===== src/rtl/sfe_pkg.sv =====
package sfe_pkg;

	typedef struct packed {
		logic [7:0]  body_byte;
		logic        frame_start;
		logic        frame_end;
		logic [15:0] body_length;
	} item_t;

	typedef struct packed {
		logic [7:0] out_byte;
		logic       run_last;
		logic       frame_done;
	} result_t;

	localparam int KeyIdxW = 4;
	localparam int SeqIdxW = 4;

	// Precomputed wire bytes of one item, held until the last one has been sent.
	typedef struct packed {
		logic [15:0] body_length;
		logic [7:0]  body_x;
		logic [7:0]  crc_lo_x;
		logic [7:0]  crc_hi_x;
	} frame_bytes_t;

	// State that the next item continues from.
	typedef struct packed {
		logic [15:0]        crc;
		logic [KeyIdxW-1:0] key_pos;
	} enc_state_t;

	localparam logic [15:0] CrcPoly    = 16'h1021;
	localparam logic [7:0]  HdrByte0   = 8'hAB;
	localparam logic [7:0]  HdrByte1   = 8'hCD;
	localparam logic [7:0]  TrlByte0   = 8'hDC;
	localparam logic [7:0]  TrlByte1   = 8'hBA;

	// Positions within the byte sequence that one item can produce.
	localparam logic [SeqIdxW-1:0] SEQ_HDR0   = 4'd0;
	localparam logic [SeqIdxW-1:0] SEQ_HDR1   = 4'd1;
	localparam logic [SeqIdxW-1:0] SEQ_LEN_LO = 4'd2;
	localparam logic [SeqIdxW-1:0] SEQ_LEN_HI = 4'd3;
	localparam logic [SeqIdxW-1:0] SEQ_BODY   = 4'd4;
	localparam logic [SeqIdxW-1:0] SEQ_CRC_LO = 4'd5;
	localparam logic [SeqIdxW-1:0] SEQ_CRC_HI = 4'd6;
	localparam logic [SeqIdxW-1:0] SEQ_TRL0   = 4'd7;
	localparam logic [SeqIdxW-1:0] SEQ_TRL1   = 4'd8;

	localparam logic [7:0] KeyStream [16] = '{
		8'h16, 8'h6c, 8'h14, 8'he6, 8'h2e, 8'h91, 8'h0d, 8'h40,
		8'h21, 8'h35, 8'hd5, 8'h40, 8'h13, 8'h03, 8'he9, 8'h80
	};

	function automatic logic [15:0] crc_byte(input logic [15:0] crc, input logic [7:0] b);
		logic [15:0] c;
		c = crc ^ {b, 8'h00};
		for (int i = 0; i < 8; i++) begin
			if (c[15]) begin
				c = {c[14:0], 1'b0} ^ CrcPoly;
			end else begin
				c = {c[14:0], 1'b0};
			end
		end
		return c;
	endfunction

endpackage


===== src/rtl/sfe_calc.sv =====
module sfe_calc #(
	parameter int KEY_LENGTH = 16
) (
	input  sfe_pkg::item_t      item,
	input  sfe_pkg::enc_state_t cur,
	output sfe_pkg::frame_bytes_t bytes,
	output sfe_pkg::enc_state_t nxt
);

	localparam logic [sfe_pkg::KeyIdxW:0] KeyLen = (sfe_pkg::KeyIdxW+1)'(KEY_LENGTH);

	logic [15:0]                 crc_base;
	logic [15:0]                 crc_new;
	logic [sfe_pkg::KeyIdxW-1:0] pos0;
	logic [sfe_pkg::KeyIdxW-1:0] pos1;
	logic [sfe_pkg::KeyIdxW-1:0] pos2;
	logic [sfe_pkg::KeyIdxW-1:0] pos3;

	function automatic logic [sfe_pkg::KeyIdxW-1:0] pos_inc(
		input logic [sfe_pkg::KeyIdxW-1:0] p
	);
		logic [sfe_pkg::KeyIdxW:0] n;
		n = {1'b0, p} + 1'b1;
		return (n >= KeyLen) ? '0 : n[sfe_pkg::KeyIdxW-1:0];
	endfunction

	// A start mark restarts the CRC and the keystream before this byte.
	assign crc_base = item.frame_start ? 16'h0000 : cur.crc;
	assign pos0     = item.frame_start ? '0 : cur.key_pos;
	assign pos1     = pos_inc(pos0);
	assign pos2     = pos_inc(pos1);
	assign pos3     = pos_inc(pos2);
	assign crc_new  = sfe_pkg::crc_byte(crc_base, item.body_byte);

	assign bytes.body_length = item.body_length;
	assign bytes.body_x      = item.body_byte ^ sfe_pkg::KeyStream[pos0];
	assign bytes.crc_lo_x    = crc_new[7:0] ^ sfe_pkg::KeyStream[pos1];
	assign bytes.crc_hi_x    = crc_new[15:8] ^ sfe_pkg::KeyStream[pos2];

	assign nxt.crc     = crc_new;
	assign nxt.key_pos = item.frame_end ? pos3 : pos1;

endmodule


===== src/rtl/serial_frame_encoder_crc_xor.sv =====
// Channel   Direction  Handshake                    Payload
// item      in         item_valid / item_ready      sfe_pkg::item_t
// result    out        result_valid / result_ready  sfe_pkg::result_t
//
// A body byte is taken in one handshake; CRC and keystream work finish at acceptance.
// The item then yields 1, 5, 5 or 9 output bytes, one byte per cycle unless stalled,
// so a mid-frame byte yields one output byte and only frame edges add header or trailer bytes.
// The next item is taken in the same cycle that the last byte of the current one leaves.
// Reset clears the CRC, the key position and the output valid flag.
// A stalled output holds its byte and blocks new items until its last byte leaves.
module serial_frame_encoder_crc_xor #(
	parameter int KEY_LENGTH = 16
) (
	input  logic             clk,
	input  logic             arst_n,
	input  logic             item_valid,
	output logic             item_ready,
	input  sfe_pkg::item_t   item,
	output logic             result_valid,
	input  logic             result_ready,
	output sfe_pkg::result_t result
);

	sfe_pkg::enc_state_t   state_q;
	sfe_pkg::enc_state_t   state_nxt;
	sfe_pkg::frame_bytes_t bytes_c;
	sfe_pkg::frame_bytes_t bytes_q;
	logic                  valid_q;
	logic [sfe_pkg::SeqIdxW-1:0] idx_q;
	logic [sfe_pkg::SeqIdxW-1:0] last_q;
	logic                  on_last;
	logic                  accept;

	sfe_calc #(
		.KEY_LENGTH(KEY_LENGTH)
	) u_calc (
		.item (item),
		.cur  (state_q),
		.bytes(bytes_c),
		.nxt  (state_nxt)
	);

	assign on_last    = (idx_q == last_q);
	assign item_ready = !valid_q || (result_ready && on_last);
	assign accept     = item_valid && item_ready;

	always_ff @(posedge clk or negedge arst_n) begin
		if (!arst_n) begin
			valid_q <= 1'b0;
			idx_q   <= sfe_pkg::SEQ_BODY;
			last_q  <= sfe_pkg::SEQ_BODY;
			state_q <= '0;
		end else begin
			if (accept) begin
				valid_q <= 1'b1;
				idx_q   <= item.frame_start ? sfe_pkg::SEQ_HDR0 : sfe_pkg::SEQ_BODY;
				last_q  <= item.frame_end ? sfe_pkg::SEQ_TRL1 : sfe_pkg::SEQ_BODY;
				state_q <= state_nxt;
			end else if (valid_q && result_ready) begin
				if (on_last) begin
					valid_q <= 1'b0;
				end else begin
					idx_q <= idx_q + 1'b1;
				end
			end
		end
	end

	always_ff @(posedge clk) begin
		if (accept) begin
			bytes_q <= bytes_c;
		end
	end

	assign result_valid      = valid_q;
	assign result.run_last   = on_last;
	assign result.frame_done = (idx_q == sfe_pkg::SEQ_TRL1);

	always_comb begin
		unique case (idx_q)
			sfe_pkg::SEQ_HDR0:   result.out_byte = sfe_pkg::HdrByte0;
			sfe_pkg::SEQ_HDR1:   result.out_byte = sfe_pkg::HdrByte1;
			sfe_pkg::SEQ_LEN_LO: result.out_byte = bytes_q.body_length[7:0];
			sfe_pkg::SEQ_LEN_HI: result.out_byte = bytes_q.body_length[15:8];
			sfe_pkg::SEQ_BODY:   result.out_byte = bytes_q.body_x;
			sfe_pkg::SEQ_CRC_LO: result.out_byte = bytes_q.crc_lo_x;
			sfe_pkg::SEQ_CRC_HI: result.out_byte = bytes_q.crc_hi_x;
			sfe_pkg::SEQ_TRL0:   result.out_byte = sfe_pkg::TrlByte0;
			sfe_pkg::SEQ_TRL1:   result.out_byte = sfe_pkg::TrlByte1;
			default:             result.out_byte = 8'h00;
		endcase
	end

	// The sequence index never runs past the last byte of its transaction.
	a_idx_bound: assert property (@(posedge clk) disable iff (!arst_n)
		valid_q |-> (idx_q <= last_q))
		else $error("sequence index beyond last byte");

	// A frame start always opens its output with the first header byte.
	a_hdr_first: assert property (@(posedge clk) disable iff (!arst_n)
		(accept && item.frame_start) |=> (result_valid && result.out_byte == sfe_pkg::HdrByte0))
		else $error("frame start did not emit header");

	// The trailer end byte always closes the transaction.
	a_done_last: assert property (@(posedge clk) disable iff (!arst_n)
		(result_valid && result.frame_done) |-> (result.run_last && item_ready == result_ready))
		else $error("frame done not on last byte");

	// A body-only transaction leaves after a single handshake.
	a_single: assert property (@(posedge clk) disable iff (!arst_n)
		(accept && !item.frame_start && !item.frame_end) |=> (result_valid && result.run_last))
		else $error("plain body byte produced more than one byte");

endmodule


===== config.mk =====
export PLATFORM = sky130hd
export DESIGN_NAME = serial_frame_encoder_crc_xor
export DESIGN_NICKNAME = d
export VERILOG_FILES = /design/src/rtl/sfe_pkg.sv /design/src/rtl/sfe_calc.sv /design/src/rtl/serial_frame_encoder_crc_xor.sv
export SDC_FILE = /design/constraint.sdc
export NUM_CORES = 1
export LEC_CHECK = 0
export BUFFER_PORTS_ARGS = -buffer_cell sky130_fd_sc_hd__buf_2
export CAP_MARGIN = 20
export CELL_PAD_IN_SITES_DETAIL_PLACEMENT = 1
export CELL_PAD_IN_SITES_GLOBAL_PLACEMENT = 1
export CORE_MARGIN = 2
export CORE_UTILIZATION = 28
export CTS_CLUSTER_DIAMETER = 120
export DETAILED_ROUTE_END_ITERATION = 7
export PLACE_DENSITY = 0.58
export RECOVER_POWER = 100
export SETUP_SLACK_MARGIN = 0.3
export SLEW_MARGIN = 30
export SYNTH_ARGS = -nofsm -noshare
export SYNTH_HDL_FRONTEND = slang
export SYNTH_SLANG_ARGS = --single-unit

===== constraint.sdc =====
create_clock -name clk -period 3.64 [get_ports clk]
set_input_delay 0.91 -clock clk [delete_from_list [all_inputs] [get_ports clk]]
set_output_delay 0.91 -clock clk [all_outputs]
set_load 0.02 [all_outputs]

Word level (Yosys, flattened, before mapping)
Memory sizes are Yosys's and may differ from the RTL's. Index checks and enable logic that the tools add are counted.

Register bits after elaboration: 69. Bits in read-only memories: 384. Input port bits: 30. Output and inout port bits: 12. Logic and storage cells: 86. Memories: 3.

Add/subtract/negate cells: 4. Magnitude comparators: 6. Equality and inequality tests: 10. Mux-type cells: 29. Bitwise operators: 15. Reductions and logical operators: 10.

Memories: (name not given) (depth 16, bits a word 8, rd ports 1, clocked after memory_dff 0, wr ports 0, line sfe_calc.sv:36) `assign bytes.body_x = item.body_byte ^ sfe_pkg::KeyStream[pos0];`; (name not given) (depth 16, bits a word 8, rd ports 1, clocked after memory_dff 0, wr ports 0, line sfe_calc.sv:37) `assign bytes.crc_lo_x = crc_new[7:0] ^ sfe_pkg::KeyStream[pos1];`; (name not given) (depth 16, bits a word 8, rd ports 1, clocked after memory_dff 0, wr ports 0, line sfe_calc.sv:38) `assign bytes.crc_hi_x = crc_new[15:8] ^ sfe_pkg::KeyStream[pos2];`.

Operators with widths (number): 13-bit 2-to-1 mux (8); 8-bit case mux with 9 select lines (1); 8-bit 2-to-1 mux (6); 4-bit 2-to-1 mux (9); 5-bit >= comparator, second input constant (6); 3-bit NOT (8); 8-bit bitwise XOR (3); 4-bit by 3-bit equality test with 1-bit output, second input constant (4); 16-bit 2-to-1 mux (1); 16-bit bitwise XOR (1); 4-bit by 1-bit adder with 5-bit output, second input constant (3); 4-bit NOT with 5-bit output (3); 4-bit by 2-bit equality test with 1-bit output, second input constant (2); 4-bit by 1-bit adder with 4-bit output, second input constant (1); 4-bit by 1-bit equality test with 1-bit output, second input constant (1); 4-bit equality test (1); 4-bit equality test, second input constant (1); 4-bit logical NOT (1); 2-bit AND reduction (2); 2-bit nonzero test (2); 1-bit logical AND (3); 1-bit 2-to-1 mux (3); 3-bit 2-to-1 mux (1); 2-bit by 1-bit != test with 1-bit output, second input constant (1); 2 further kinds (2).

Depth between registers and ports, before layout
Word-level depth: 19. Mapped depth: 14. Mapped depth without buffers: 10.

Hierarchy
A second synthesis with hierarchy kept.

Cells, all modules: 453. Area total of the unflattened synthesis: 4638.2 um^2.

By module, submodules not included: serial_frame_encoder_crc_xor (instances 1, cells an instance 196, area an instance 2846.5 um^2, seq. area each 1879.3 um^2); sfe_calc (instances 1, cells an instance 257, area an instance 1791.7 um^2, seq. area each 0.0 um^2).

Worst setup path before layout
OpenSTA, ideal clock, no wires.

Kind: input -> register. Start: input port item[17] (netlist bit). End: register bytes_q[4] (netlist bit), data pin. Setup time: 0.264 ns. Arrival: 3.406 ns. Required time: 3.376 ns. Setup slack: -0.030 ns. Stages: 13. Path buffers: 5. Path through: buf_2 > buf_1 > clkbuf_1 > nor2b_1 > ha_1 > buf_6 > and2_4 > o31ai_2 > nand4_1 > buf_4 > a221oi_2 > a2111oi_2 > xnor2_1.

RTL lines: start: declaration (line serial_frame_encoder_crc_xor.sv:18) `input sfe_pkg::item_t item,`; end signal: assignment (line serial_frame_encoder_crc_xor.sv:71) `bytes_q <= bytes_c;`; end: declaration (line serial_frame_encoder_crc_xor.sv:27) `sfe_pkg::frame_bytes_t bytes_q;`.

==> impl_metrics.json <==
{
  "clock_path_buffers": 2,
  "p_per_area_mw_per_mm2": 943,
  "maxCapViolCount": 1,
  "placed_area_sq_mm": 0.00541,
  "drc": 0,
  "p_leak_nw": 2.15,
  "cts-buffers-inserted": 9,
  "clkPwrFrac": 0.158,
  "place_inst": 764,
  "crit_arrival_ps": 2360,
  "nFillCells": 1953,
  "cts-root-buf": "clkbuf_16",
  "first_global_vias": 4198,
  "synth_compound_area_frac": 0.209,
  "status": "complete, but fails checks",
  "crit_type": "flip-flop to output pin",
  "clk_pin_slew_worst_paths_ps": 60,
  "syn_to_final_growth_pct": 17.8,
  "synth_xor_xnor_area_share": 0.130,
  "tns_ps": 0,
  "crit_path_max_fanout": 8,
  "finalSetupViolCount": 0,
  "crit_path_start_kind": "flip-flop",
  "wire_per_inst_microns": 19.6,
  "final_nets": 600,
  "rows": 47,
  "comb_power_share": 0.582,
  "drt_iter0_drc": 261,
  "cp-endpoint": "result[3]",
  "end_kind": "output pin",
  "rsz0062_at_grt": "no",
  "place_hpwl_mm": 11.5,
  "drive_gt1_frac": 0.184,
  "antenna_found_initial": 0,
  "cts_hold_buf": 0,
  "synth_seq_cells": 67,
  "seq_area_frac_synth": 0.392,
  "finalWirelength_mm": 15.3,
  "r2r-end": "bytes_q[33]",
  "cp.required_ps": 2730,
  "gr-total-overflow": 0,
  "grt_pass1_wl_mm": 24.4,
  "postLayoutCellArea_sq_mm": 0.00565,
  "synthCells": 503,
  "via_per_inst": 5.13,
  "p_int_mw": 2.93,
  "hold_viol": 0,
  "violations": "capacitance limit, slew limit",
  "worstSetupStartpoint": "idx_q[0]",
  "rrSetupSlack_ps": 470,
  "initial_core_util": 0.288,
  "die_h_microns": 135,
  "fin_crit_sh": 0.897,
  "die_width_microns": 135,
  "max_freq_ghz": 0.306,
  "synth_fa_ha_area_frac": 0.0415,
  "tightest_slew_ps": 1740,
  "synth_top_family_by_area": "compound AO/OA/AOI/OAI gates",
  "fin_skew_ps": 8.71,
  "port_buffers": 41,
  "pre_cts_ws_ps": 11.9,
  "max-vdd-ir-drop_v": 0.000464,
  "antenna_cells": 0,
  "antenna_left": 0,
  "via_count": 4002,
  "slew_headroom": -0.163,
  "synth_fp_nets": 548,
  "ios": 42,
  "post-cts-setup-buffers": 0,
  "synthArstFlopShare": 0.403,
  "cts.sinks": 67,
  "grt_max_degree": 34,
  "synth_area_sq_mm": 0.00479,
  "r2r_start": "idx_q[0]",
  "tritoncts": "done",
  "switching_share": 0.449,
  "reg2reg_depth": 8,
  "layout_min_cycle_time_ps": 3270,
  "hp-class": "flip-flop to flip-flop",
  "setup_ws_ps": 375,
  "drv_slew": 28,
  "p_total_mw": 5.33,
  "first_pass_iters": 4,
  "grtUsageTotal": 0.176,
  "die_area_sq_mm": 0.0182,
  "synthMuxAreaShare": 0.0295,
  "synth_warnings": 0,
  "htree_levels": 3,
  "avgSynthCellArea_sq_um": 9.53,
  "core_area_sq_mm": 0.0166,
  "pwr-share-seq": 0.260,
  "layout.cells.non_filler": 780,
  "synth-simple-area-share": 0.140,
  "clk_latency_ps": 340,
  "yosys_most_used_dff": "edfxtp_1",
  "place_congestion": 0.897,
  "p_sw_mw": 2.39,
  "synth-edff-count": 40,
  "synth.distinct_cells": 75
}
[per-stage QoR]
| stage | util | hold slack (ps) |
|---|---|---|
| after CTS | 0.342 | 496 |
| final | 0.339 | 490 |
| after floorplan | - | 467 |
| after global placement | 0.325 | 478 |
| after detailed placement | 0.325 | 487 |
| after global routing | 0.339 | 519 |
[cell usage after synthesis (4+ instances only)]
cell type   n  area, sq um
xnor2_1    49          429
nand2_1    45          169
edfxtp_1   40         1200
nor2_1     33          124
a21oi_1    31          155
o21ai_0    30          150
dfrtp_1    25          626
clkbuf_1   19         71.3
inv_1      19         71.3
xor2_1     16          140
ha_1       15          188
a211oi_1   11         82.6
buf_2      11         55.1
nand3_1    10         50.1
nor3_1     10         50.1
nor2b_1     9         56.3
a221oi_1    7         61.3
mux2_2      7         78.8
a22o_1      6         52.6
nand4_1     6         37.5
a21o_1      5         37.5
a22oi_1     5         37.5
a31oi_1     5         31.3
nand2b_1    5         31.3
mux2i_1     4         40.0
o211ai_1    4         30.0
o22ai_1     4         25.0
o31ai_1     4         30.0
[power groups by stage]
stage          logic, mW  clock network, mW  registers, mW
4_1_cts             3.18              0.865           1.38
6_report            3.10              0.843           1.38
3_3_place_gp        3.09                  0           1.38
5_1_grt             3.41              0.908           1.42
2_1_floorplan       2.28                  0           1.26
3_5_place_dp        3.16                  0           1.39
[layout make-up]
type,count,area (sq um),share of cell area
sequential,67,1880,0.333
timing repair buffer,80,458,0.0811
clock inverter,4,42.5,0.00753
inverter,22,83.8,0.0148
clock buffer,12,236,0.0419
tap,220,275,0.0487
multi-input combinational,375,2670,0.473
[cells by family (layout without fill, tap and decap cells)]
logic type	after synthesis	after routing
buffers and inverters	61	118
AND/OR/NAND/NOR	135	135
flip-flops	67	67
XOR/XNOR	68	68
AO/OA/AOI/OAI	144	144
adder cells (fa/ha/maj)	16	16
multiplexers	12	12
[cells in the final DEF, fill, tap and decap left out, drive strengths merged, types with 4 or more instances in the layout]
master	Yosys	final
a22o	6	6
nand2b	5	5
clkbuf	19	34
mux2i	4	4
nor2	34	34
nor3	10	10
dfrtp	25	25
o31ai	7	7
a21oi	32	32
nand3	10	10
o21ai	32	32
buf	20	58
a22oi	5	5
ha	15	15
mux2	7	7
a211oi	11	11
xor2	17	17
o211ai	4	4
inv	21	20
a221oi	8	8
o22ai	4	4
clkinv	1	5
a31oi	6	6
nand4	6	6
edfxtp	40	40
nand2	45	45
nor2b	10	10
a21o	6	6
xnor2	50	50
[per-layer routing]
layer | GRT usage | vias up | share of wire
met5 | 0 | - | 0
met2 | 0.289 | 74 | 0.47
met4 | 0.0386 | 0 | 0.0082
li1 | - | 1917 | -
met3 | 0.0383 | 11 | 0.046
met1 | 0.239 | 2000 | 0.47
[flip-flops by register name, indices dropped and copies added, names as in the netlist]
name and flops:
bytes_q 40, idx_q 4, last_q 2, result_valid 1, state_q 20
[how the worst min path moves through the flow]
stage	start	end	cells after the start
6_report	last_q[2]	last_q[2]	2
5_1_grt	state_q[11]	state_q[11]	1
4_1_cts	last_q[2]	last_q[2]	2
3_5_place_dp	last_q[2]	last_q[2]	2
3_3_place_gp	last_q[2]	last_q[2]	2
2_1_floorplan	state_q[5]	state_q[5]	2
[worst max-delay path: stages (launching register included)]
cell and delay [ps]:
dfrtp_1 430, inv_1 140, ha_1 310, clkbuf_1 380, a22oi_1 120, nor2_1 120
a21oi_1 60, o22ai_1 200, clkbuf_1 260
[what timing repair did]
action | 4_1_cts | 5_1_grt
gates resized for setup | 1 | 5
setup endpoints to repair | 1 | 4
hold endpoints to repair | 0 | 0
Power figures use the tool's default switching activity.
